File: src/rtl/playfair_digraph_encryptor_unit_macros.svh
// ----------------------------------------------------------------------------
// Playfair encryptor assertion macros
// Shared property wrappers used by the encryptor RTL. Both sample on clk
// and are disabled while rst_n is low.
// ----------------------------------------------------------------------------
`ifndef PLAYFAIR_DIGRAPH_ENCRYPTOR_UNIT_MACROS_SVH
`define PLAYFAIR_DIGRAPH_ENCRYPTOR_UNIT_MACROS_SVH

// The consequent must hold in the same cycle as the antecedent.
`define PDENC_ASSERT_IMPLY(label, ante, cons, msg) \
    label: assert property (@(posedge clk) disable iff (!rst_n) (ante) |-> (cons)) \
        else $error(msg);

// The consequent must hold in the cycle after the antecedent.
`define PDENC_ASSERT_NEXT(label, ante, cons, msg) \
    label: assert property (@(posedge clk) disable iff (!rst_n) (ante) |=> (cons)) \
        else $error(msg);

`endif

File: src/rtl/pdenc_pkg.sv
// ----------------------------------------------------------------------------
// Playfair encryptor package
// Letter codes, square geometry, shared types and small helper functions.
// ----------------------------------------------------------------------------
package pdenc_pkg;

    localparam int unsigned SIDE    = 5;
    localparam int unsigned CELLS   = SIDE * SIDE;
    localparam int unsigned LETTERS = 26;

    localparam logic [4:0] LETTER_X    = 5'd23;
    localparam logic [4:0] LETTER_Q    = 5'd16;
    localparam logic [4:0] LAST_LETTER = 5'(LETTERS - 1);
    localparam logic [2:0] LAST_INDEX  = 3'(SIDE - 1);
    localparam logic [2:0] FULL_ROW    = 3'(SIDE);

    typedef enum logic [1:0] {
        OP_KEY_LETTER  = 2'd0,
        OP_KEY_END     = 2'd1,
        OP_TEXT_LETTER = 2'd2,
        OP_TEXT_END    = 2'd3
    } op_t;

    // Position of a letter inside the square.
    typedef struct packed {
        logic [2:0] row;
        logic [2:0] col;
    } pos_t;

    // One placement: letter goes to cell, and the cell's position is
    // recorded for the letter.
    typedef struct packed {
        logic       en;
        logic [4:0] letter;
        logic [4:0] cell_idx;
        pos_t       pos;
    } wr_t;

    // Step one place along a row or column, wrapping at the square edge.
    function automatic logic [2:0] inc5(input logic [2:0] v);
        logic [2:0] r;
        r = (v == LAST_INDEX) ? 3'd0 : 3'(v + 3'd1);
        return r;
    endfunction

    // Row-major cell index, row * 5 + col.
    function automatic logic [4:0] cell_addr(input logic [2:0] row, input logic [2:0] col);
        logic [4:0] a;
        a = {row[2:0], 2'b00} + {2'b00, row} + {2'b00, col};
        return a;
    endfunction

endpackage

File: src/rtl/pdenc_place.sv
// ----------------------------------------------------------------------------
// Playfair square placement unit
// Decides whether a candidate letter enters the square and where. Keeps the
// placed flags and the next free position. Shared by key letters and by the
// key-end fill walk.
// ----------------------------------------------------------------------------
module pdenc_place
    import pdenc_pkg::*;
(
    input  logic       clk,
    input  logic       rst_n,
    input  logic       place_en,
    input  logic [4:0] place_letter,
    input  logic       clear,
    output wr_t        wr
);

    logic [LETTERS-1:0] placed_reg;
    logic [LETTERS-1:0] placed_next;
    logic [2:0]         fill_row_reg;
    logic [2:0]         fill_row_next;
    logic [2:0]         fill_col_reg;
    logic [2:0]         fill_col_next;
    logic               in_range;
    logic               full;
    logic               do_place;

    assign in_range = (place_letter <= LAST_LETTER);
    assign full     = (fill_row_reg == FULL_ROW);
    assign do_place = place_en && in_range && !full && !placed_reg[place_letter];

    assign wr.en       = do_place;
    assign wr.letter   = place_letter;
    assign wr.cell_idx = cell_addr(fill_row_reg, fill_col_reg);
    assign wr.pos.row  = fill_row_reg;
    assign wr.pos.col  = fill_col_reg;

    always_comb
    begin
        placed_next   = placed_reg;
        fill_row_next = fill_row_reg;
        fill_col_next = fill_col_reg;
        if (clear)
        begin
            placed_next   = '0;
            fill_row_next = 3'd0;
            fill_col_next = 3'd0;
        end
        else if (do_place)
        begin
            placed_next[place_letter] = 1'b1;
            if (fill_col_reg == LAST_INDEX)
            begin
                fill_col_next = 3'd0;
                fill_row_next = 3'(fill_row_reg + 3'd1);
            end
            else
            begin
                fill_col_next = 3'(fill_col_reg + 3'd1);
            end
        end
    end

    always_ff @(posedge clk or negedge rst_n)
    begin
        if (!rst_n)
        begin
            placed_reg   <= '0;
            fill_row_reg <= 3'd0;
            fill_col_reg <= 3'd0;
        end
        else
        begin
            placed_reg   <= placed_next;
            fill_row_reg <= fill_row_next;
            fill_col_reg <= fill_col_next;
        end
    end

endmodule

File: src/rtl/pdenc_rule.sv
// ----------------------------------------------------------------------------
// Playfair digraph rule
// Maps the square positions of two letters to the two ciphertext cells:
// same row shifts right, same column shifts down, else rectangle corners.
// ----------------------------------------------------------------------------
module pdenc_rule
    import pdenc_pkg::*;
(
    input  pos_t       pos_a,
    input  pos_t       pos_b,
    output logic [4:0] cell_a,
    output logic [4:0] cell_b
);

    always_comb
    begin
        priority if (pos_a.row == pos_b.row)
        begin
            cell_a = cell_addr(pos_a.row, inc5(pos_a.col));
            cell_b = cell_addr(pos_a.row, inc5(pos_b.col));
        end
        else if (pos_a.col == pos_b.col)
        begin
            cell_a = cell_addr(inc5(pos_a.row), pos_a.col);
            cell_b = cell_addr(inc5(pos_b.row), pos_a.col);
        end
        else
        begin
            cell_a = cell_addr(pos_a.row, pos_b.col);
            cell_b = cell_addr(pos_b.row, pos_a.col);
        end
    end

endmodule

File: src/rtl/pdenc_square.sv
// ----------------------------------------------------------------------------
// Playfair square storage
// Letter-position memory and cell memory, each with one write port and two
// registered read ports.
// ----------------------------------------------------------------------------
module pdenc_square
    import pdenc_pkg::*;
(
    input  logic       clk,
    input  wr_t        wr,
    input  logic       pos_rd_en,
    input  logic [4:0] pos_addr_a,
    input  logic [4:0] pos_addr_b,
    output pos_t       pos_a,
    output pos_t       pos_b,
    input  logic       cell_rd_en,
    input  logic [4:0] cell_addr_a,
    input  logic [4:0] cell_addr_b,
    output logic [4:0] cell_a,
    output logic [4:0] cell_b
);

    pos_t       pos_mem [LETTERS];
    logic [4:0] cell_mem [CELLS];
    pos_t       pos_a_reg;
    pos_t       pos_b_reg;
    logic [4:0] cell_a_reg;
    logic [4:0] cell_b_reg;

    always_ff @(posedge clk)
    begin
        if (wr.en)
        begin
            pos_mem[wr.letter]    <= wr.pos;
            cell_mem[wr.cell_idx] <= wr.letter;
        end
        if (pos_rd_en)
        begin
            pos_a_reg <= pos_mem[pos_addr_a];
            pos_b_reg <= pos_mem[pos_addr_b];
        end
        if (cell_rd_en)
        begin
            cell_a_reg <= cell_mem[cell_addr_a];
            cell_b_reg <= cell_mem[cell_addr_b];
        end
    end

    assign pos_a  = pos_a_reg;
    assign pos_b  = pos_b_reg;
    assign cell_a = cell_a_reg;
    assign cell_b = cell_b_reg;

endmodule

File: src/rtl/playfair_digraph_encryptor_unit.sv
// A pair result passes the position read and the cell read of the shared square,
// then S_EMIT loads it into the output register; other results go straight to S_EMIT.
// No new transaction is accepted until S_EMIT has loaded the result.
// The key-end fill walks all 26 letters past the placement unit, one per cycle, and skips q.
// Reset (rst_n low, asynchronous) clears the sequencer, held letter and placed flags;
// the square and the position memory are undefined until written by key placement.
// ----------------------------------------------------------------------------
// Playfair digraph encryptor
// Builds a 5x5 Playfair square from streamed key letters and encrypts the
// text letters that follow, two letters per pair result.
// ----------------------------------------------------------------------------
`include "playfair_digraph_encryptor_unit_macros.svh"

module playfair_digraph_encryptor_unit
    import pdenc_pkg::*;
(
    input  logic        clk,
    input  logic        rst_n,
    input  logic        s_axis_tvalid,
    output logic        s_axis_tready,
    input  logic [7:0]  s_axis_tdata,   // [4:0] letter, [7:5] zero
    input  logic [1:0]  s_axis_tuser,   // [1:0] op
    output logic        m_axis_tvalid,
    input  logic        m_axis_tready,
    output logic [15:0] m_axis_tdata,   // [4:0] first_out, [9:5] second_out, [15:10] zero
    output logic [1:0]  m_axis_tuser,   // [0] pair_valid, [1] error
    output logic        m_axis_tlast    // message_end
);

    // The sequencer walks one item at a time. Text pairs go through the
    // position lookup (S_IDLE issues it), the cell lookup (S_CELL) and the
    // output load (S_EMIT). Key end walks the letters through S_FILL.
    typedef enum logic [2:0] {
        S_IDLE,
        S_FILL,
        S_CELL,
        S_EMIT
    } state_t;

    state_t     state_reg;
    state_t     state_next;
    logic [4:0] walk_reg;
    logic [4:0] walk_next;
    logic [4:0] held_letter_reg;
    logic [4:0] held_letter_next;
    logic       held_valid_reg;
    logic       held_valid_next;
    logic       res_pair_reg;
    logic       res_pair_next;
    logic       res_end_reg;
    logic       res_end_next;
    logic       res_err_reg;
    logic       res_err_next;
    logic       m_valid_reg;
    logic       m_valid_next;
    logic [4:0] m_first_reg;
    logic [4:0] m_first_next;
    logic [4:0] m_second_reg;
    logic [4:0] m_second_next;
    logic       m_pair_reg;
    logic       m_pair_next;
    logic       m_end_reg;
    logic       m_end_next;
    logic       m_err_reg;
    logic       m_err_next;

    logic       s_accept;
    op_t        s_op;
    logic [4:0] s_letter;
    logic       s_in_range;

    logic       place_en;
    logic [4:0] place_letter;
    logic       place_clear;
    wr_t        wr;

    logic       pos_rd_en;
    logic [4:0] pos_addr_b;
    pos_t       pos_a;
    pos_t       pos_b;
    logic       cell_rd_en;
    logic [4:0] rule_cell_a;
    logic [4:0] rule_cell_b;
    logic [4:0] cell_a;
    logic [4:0] cell_b;

    assign s_axis_tready = (state_reg == S_IDLE);
    assign s_accept      = s_axis_tvalid && s_axis_tready;
    assign s_op          = op_t'(s_axis_tuser);
    assign s_letter      = s_axis_tdata[4:0];
    assign s_in_range    = (s_letter <= LAST_LETTER);

    assign m_axis_tvalid = m_valid_reg;
    assign m_axis_tdata  = {6'd0, m_second_reg, m_first_reg};
    assign m_axis_tuser  = {m_err_reg, m_pair_reg};
    assign m_axis_tlast  = m_end_reg;

    // The placement unit is shared by single key letters and the fill walk.
    pdenc_place u_place (
        .clk          (clk),
        .rst_n        (rst_n),
        .place_en     (place_en),
        .place_letter (place_letter),
        .clear        (place_clear),
        .wr           (wr)
    );

    pdenc_square u_square (
        .clk         (clk),
        .wr          (wr),
        .pos_rd_en   (pos_rd_en),
        .pos_addr_a  (held_letter_reg),
        .pos_addr_b  (pos_addr_b),
        .pos_a       (pos_a),
        .pos_b       (pos_b),
        .cell_rd_en  (cell_rd_en),
        .cell_addr_a (rule_cell_a),
        .cell_addr_b (rule_cell_b),
        .cell_a      (cell_a),
        .cell_b      (cell_b)
    );

    pdenc_rule u_rule (
        .pos_a  (pos_a),
        .pos_b  (pos_b),
        .cell_a (rule_cell_a),
        .cell_b (rule_cell_b)
    );

    always_comb
    begin
        state_next       = state_reg;
        walk_next        = walk_reg;
        held_letter_next = held_letter_reg;
        held_valid_next  = held_valid_reg;
        res_pair_next    = res_pair_reg;
        res_end_next     = res_end_reg;
        res_err_next     = res_err_reg;
        m_valid_next     = m_valid_reg;
        m_first_next     = m_first_reg;
        m_second_next    = m_second_reg;
        m_pair_next      = m_pair_reg;
        m_end_next       = m_end_reg;
        m_err_next       = m_err_reg;
        place_en         = 1'b0;
        place_letter     = s_letter;
        place_clear      = 1'b0;
        pos_rd_en        = 1'b0;
        pos_addr_b       = LETTER_X;
        cell_rd_en       = 1'b0;

        // The downstream side drains the output register independently.
        if (m_valid_reg && m_axis_tready)
        begin
            m_valid_next = 1'b0;
        end

        unique case (state_reg)
            S_IDLE:
            begin
                if (s_accept)
                begin
                    unique case (s_op)
                        OP_KEY_LETTER:
                        begin
                            place_en = 1'b1;
                        end
                        OP_KEY_END:
                        begin
                            walk_next  = 5'd0;
                            state_next = S_FILL;
                        end
                        OP_TEXT_LETTER:
                        begin
                            if (s_in_range)
                            begin
                                if (!held_valid_reg)
                                begin
                                    held_letter_next = s_letter;
                                    held_valid_next  = 1'b1;
                                end
                                else
                                begin
                                    res_end_next = 1'b0;
                                    if ((held_letter_reg == LETTER_X) && (s_letter == LETTER_X))
                                    begin
                                        // A doubled x cannot be split; x stays held.
                                        res_pair_next = 1'b0;
                                        res_err_next  = 1'b1;
                                        state_next    = S_EMIT;
                                    end
                                    else
                                    begin
                                        res_pair_next = 1'b1;
                                        res_err_next  = 1'b0;
                                        pos_rd_en     = 1'b1;
                                        pos_addr_b    = (held_letter_reg == s_letter) ?
                                                        LETTER_X : s_letter;
                                        state_next    = S_CELL;
                                    end
                                    // A doubled letter keeps the second copy held.
                                    if (held_letter_reg != s_letter)
                                    begin
                                        held_valid_next = 1'b0;
                                    end
                                end
                            end
                        end
                        OP_TEXT_END:
                        begin
                            place_clear      = 1'b1;
                            held_valid_next  = 1'b0;
                            held_letter_next = 5'd0;
                            res_end_next     = 1'b1;
                            res_pair_next    = 1'b0;
                            res_err_next     = 1'b0;
                            state_next       = S_EMIT;
                            if (held_valid_reg)
                            begin
                                if (held_letter_reg == LETTER_X)
                                begin
                                    res_err_next = 1'b1;
                                end
                                else
                                begin
                                    // Pad the lone letter with x.
                                    res_pair_next = 1'b1;
                                    pos_rd_en     = 1'b1;
                                    state_next    = S_CELL;
                                end
                            end
                        end
                    endcase
                end
            end
            S_FILL:
            begin
                place_en     = (walk_reg != LETTER_Q);
                place_letter = walk_reg;
                if (walk_reg == LAST_LETTER)
                begin
                    state_next = S_IDLE;
                end
                else
                begin
                    walk_next = 5'(walk_reg + 5'd1);
                end
            end
            S_CELL:
            begin
                cell_rd_en = 1'b1;
                state_next = S_EMIT;
            end
            S_EMIT:
            begin
                if (!m_valid_reg || m_axis_tready)
                begin
                    m_valid_next  = 1'b1;
                    m_first_next  = res_pair_reg ? cell_a : 5'd0;
                    m_second_next = res_pair_reg ? cell_b : 5'd0;
                    m_pair_next   = res_pair_reg;
                    m_end_next    = res_end_reg;
                    m_err_next    = res_err_reg;
                    state_next    = S_IDLE;
                end
            end
            default:
            begin
                state_next = S_IDLE;
            end
        endcase
    end

    always_ff @(posedge clk or negedge rst_n)
    begin
        if (!rst_n)
        begin
            state_reg       <= S_IDLE;
            walk_reg        <= 5'd0;
            held_letter_reg <= 5'd0;
            held_valid_reg  <= 1'b0;
            res_pair_reg    <= 1'b0;
            res_end_reg     <= 1'b0;
            res_err_reg     <= 1'b0;
            m_valid_reg     <= 1'b0;
            m_first_reg     <= 5'd0;
            m_second_reg    <= 5'd0;
            m_pair_reg      <= 1'b0;
            m_end_reg       <= 1'b0;
            m_err_reg       <= 1'b0;
        end
        else
        begin
            state_reg       <= state_next;
            walk_reg        <= walk_next;
            held_letter_reg <= held_letter_next;
            held_valid_reg  <= held_valid_next;
            res_pair_reg    <= res_pair_next;
            res_end_reg     <= res_end_next;
            res_err_reg     <= res_err_next;
            m_valid_reg     <= m_valid_next;
            m_first_reg     <= m_first_next;
            m_second_reg    <= m_second_next;
            m_pair_reg      <= m_pair_next;
            m_end_reg       <= m_end_next;
            m_err_reg       <= m_err_next;
        end
    end

    // The fill walk must hold off new transactions after a key end.
    `PDENC_ASSERT_NEXT(a_key_end_busy, s_accept && (s_op == OP_KEY_END), !s_axis_tready, "key end did not start the fill walk")

    // A result is either an encrypted pair or an error, never both.
    `PDENC_ASSERT_IMPLY(a_pair_err_excl, m_axis_tvalid, !(m_axis_tuser[0] && m_axis_tuser[1]), "pair and error flagged together")

    // Results without a pair carry zero letters.
    `PDENC_ASSERT_IMPLY(a_no_pair_zero, m_axis_tvalid && !m_axis_tuser[0], m_axis_tdata == 16'd0, "letters present without a pair")

endmodule
File: config.mk
export PLATFORM = sky130hd
export DESIGN_NAME = playfair_digraph_encryptor_unit
export DESIGN_NICKNAME = d
export VERILOG_FILES = /design/src/rtl/pdenc_pkg.sv /design/src/rtl/pdenc_place.sv /design/src/rtl/pdenc_rule.sv /design/src/rtl/pdenc_square.sv /design/src/rtl/playfair_digraph_encryptor_unit.sv
export VERILOG_INCLUDE_DIRS = /design/src /design/src/rtl
export SDC_FILE = /design/constraint.sdc
export NUM_CORES = 1
export LEC_CHECK = 0
export ABC_AREA = 1
export ABC_CLOCK_PERIOD_IN_PS = 7050
export BUFFER_PORTS_ARGS = -buffer_cell sky130_fd_sc_hd__buf_2
export CAP_MARGIN = 20
export CORE_MARGIN = 3
export CORE_UTILIZATION = 44
export CTS_CLUSTER_SIZE = 28
export DETAILED_ROUTE_END_ITERATION = 10
export HOLD_SLACK_MARGIN = 0.12
export PLACE_DENSITY = 0.58
export SLEW_MARGIN = 20
export SYNTH_ARGS = -nofsm -noshare
export SYNTH_HDL_FRONTEND = slang
export SYNTH_SLANG_ARGS = --single-unit
File: constraint.sdc
create_clock -name clk -period 7.05 [get_ports clk]
set_input_delay 0.3525 -clock clk [delete_from_list [all_inputs] [get_ports clk]]
set_output_delay 0.3525 -clock clk [all_outputs]
set_load 0.005 [all_outputs]
==> out/metrics.yaml <==
synthesis:
  ys_ff_latch: 365
  ys_top_cells_by_area: "edfxtp_1 43%, nand3_1 12%, nand2_1 9.3%"
  ys.flop_type: "edfxtp_1"
  synthTopCellsByCount: "519 x nand2_1, 516 x nand3_1, 355 x inv_1, 303 x edfxtp_1, 150 x o21ai_0"
  synth.most_common_cell: "nand2_1"
  syn_avg_cell_area_um2: 8.34
  ys_seq_area_share_pct: 50.8
  synth_area_um2: 21000
  syn_inst: 2516
  ys_warn_count: 0
  async_flop_share_pct: 17.0
  synth_top_area_share_pct: 43.4
  synth_cell_types: 47
  synth_edf_count: 303
  synth_top_area_cell: "edfxtp_1"
final_layout:
  nets: 2568
  diodes: 0
  layout-drive-gt1-share_pct: 6.65
  largest_reg_flops: 156
  area_delta_synth_final_pct: 8.79
floorplan:
  core_area_um2: 46900
  die-height_um: 224
  die_area_um2: 50300
  ios: 35
  rows: 79
  die_w_um: 224
  initial_core_util_pct: 44.8
pwr:
  power_leakage_nw: 10.0
  ir_drop_mv: 0.276
  powerDensity_nw_per_um2: 358
  power_mw: 8.16
grt:
  grt_antenna_before_repair: 2
  grt_max_degree: 107
  first_global_vias: 17105
  grt_pass1_wl_um: 95000
  grt_util_all_layers_pct: 24.0
  gr-total-overflow: 0
sta:
  skew_ps: 37.1
  holdWs_ps: 178
  fmax_ghz: 0.218
  slew_viol_final: 0
  fin_crit_sh_pct: 65.1
  setup_violations: 0
  period_minus_slack_ps: 4590
  rsz0062_at_grt: "no"
  max_slew.worst_pin.slew_ps: 1010
  finalSetupTns_ps: 0
  hold_violations: 0
  relSlewSlack_pct: 32.7
routing:
  drc: 0
  wire_per_inst_um: 19.4
  first_pass_iters: 6
  drt-vias-per-instance: 5.67
  drt_iter0_drc: 1937
  ant_nets: 0
  num_vias: 17754
  wirelength_um: 60900
cts:
  cts.sinks: 365
  postCtsSetupRepairBufs: 0
  clockBufferDepth: 3
  cts_tree: "done"
  clock-root-buffer: "clkbuf_16"
  cts_buffers: 41
  clk_pin_slew_worst_paths_ps: 60
  clk_latency_ps: 580
  htreeDepth: 2
placed_design:
  portBuffers: 25
  place.gp.congestion: 0.878
  place_hpwl_um: 38800
setup_path:
  crit_path_start_kind: "flip-flop"
  critPathSlowestCell: "inv_1"
  path_max_fanout: 34
  crit_required_ps: 7290
  cp_cell_sequence: "inv_2 > nand2_2 > nor2_1 > a21oi_2 > inv_1 > nand3_1 > a21oi_1 > nor2_1 > nand2_4 > clkinv_2 > nand3_1 > nor2_1"
  path_class: "flip-flop to flip-flop"
  max_stage_delay_ps: 740
  cp.arrival_ps: 4830
  crit_top_cell: "nor2_1"
  end_kind: "flip-flop"
outcome:
  status: "finished, final reports clean"
min_path:
  min_path_type: "input pin to flip-flop"
flow_run:
  maxCapViolations: 0
==> per-stage QoR <==
stage | cell area [um2] | util (%) | std cells | setup slack [ps]
after floorplan | 21000 | - | 2521 | 3650
after CTS | 22800 | 48.7 | 3132 | 2460
final | 22800 | 48.7 | 3132 | 2460
after global placement | 21600 | 46.0 | 3054 | 2480
after detailed placement | 21600 | 46.0 | 3054 | 2450
after global routing | 22800 | 48.7 | 3132 | 2130
==> kinds of logic (layout without fill, tap and decap cells) <==
logic type	count (synthesis)	after routing	synth area share, %
simple gates	1221	1221	26.0
buf+inv	507	511	9.59
flops	365	365	50.8
compound gates	341	341	8.77
fa+ha+maj	61	61	4.03
xor+xnor	20	20	0.871
other cells	1	6	0.0179
==> timing repair <==
item	in CTS	in global routing
hold buffers	3	0
hold endpoints to repair	64	0
resized for setup	0	0
==> layer usage <==
metal  share of wire, %  wire length, um  up-vias  track usage (%)
met5              0.051               31        -                0
met4                3.7             2260        4             10.4
met2                 48            29000      730             39.6
li1                   -                -     8409                -
met1                 42            25600     8465             32.1
met3                6.5             3970      146             2.99
==> layout make-up <==
type	count	area, um2
inverter	371	1390
sequential	365	10700
clock buffer	47	1050
clock inverter	28	180
tap	607	759
timing repair buffer	65	433
fill	4448	24000
multi-input combinational	1649	8360
==> power breakdown <==
part	total [mW]	internal (mW)	switching [mW]
sequential	2.96	2.81	0.147
clock	2.00	1.11	0.894
combinational	3.20	0.850	2.35
total	8.16	4.77	3.40
==> layout by cell type (no fill, tap or decap), types with 6 or more instances in the layout <==
cell type,count
inv_2,13
nand3_1,515
xnor2_1,8
dfrtp_1,62
clkbuf_1,6
fa_1,11
nand2_2,6
o21bai_1,12
nor2_1,109
inv_1,355
edfxtp_1,303
o21ai_1,21
clkbuf_16,41
o21ai_2,8
o21ai_0,148
conb_1,6
clkinv_1,12
nand3b_1,11
ha_1,50
nand2_1,519
clkinv_2,13
nand4_1,37
a31oi_1,7
xor2_1,11
buf_4,37
buf_2,25
a21oi_1,120
==> worst max-delay path: cells and delay by family (launching register included) <==
kind | cells | cell delay, ps
AND/OR/NAND/NOR | 7 | 2110
flip-flops | 1 | 450
AO/OA/AOI/OAI | 2 | 350
buffers and inverters | 3 | 1340
==> worst paths after layout <==
kind / to / from / slack, ps / depth (start not counted)
setup / recovery: u_square.cell_mem[9][2]$_DFFE_PP_ / state_reg[1]$_DFFE_PN0P_ / 2460 / 12
hold / removal: held_letter_reg[1]$_DFFE_PN0P_ / s_axis_tdata[1] / 180 / 3
setup reg to reg: u_square.cell_mem[9][2]$_DFFE_PP_ / state_reg[1]$_DFFE_PN0P_ / 2460 / 12
hold reg to reg: m_pair_reg$_DFFE_PN0P_ / m_pair_reg$_DFFE_PN0P_ / 470 / 2
max in group asynchronous: held_letter_reg[2]$_DFFE_PN0P_ / rst_n / 6000 / 3
min in group asynchronous: m_second_reg[1]$_DFFE_PN0P_ / rst_n / 500 / 3
Note: power is estimated with default switching activity, not from simulation.
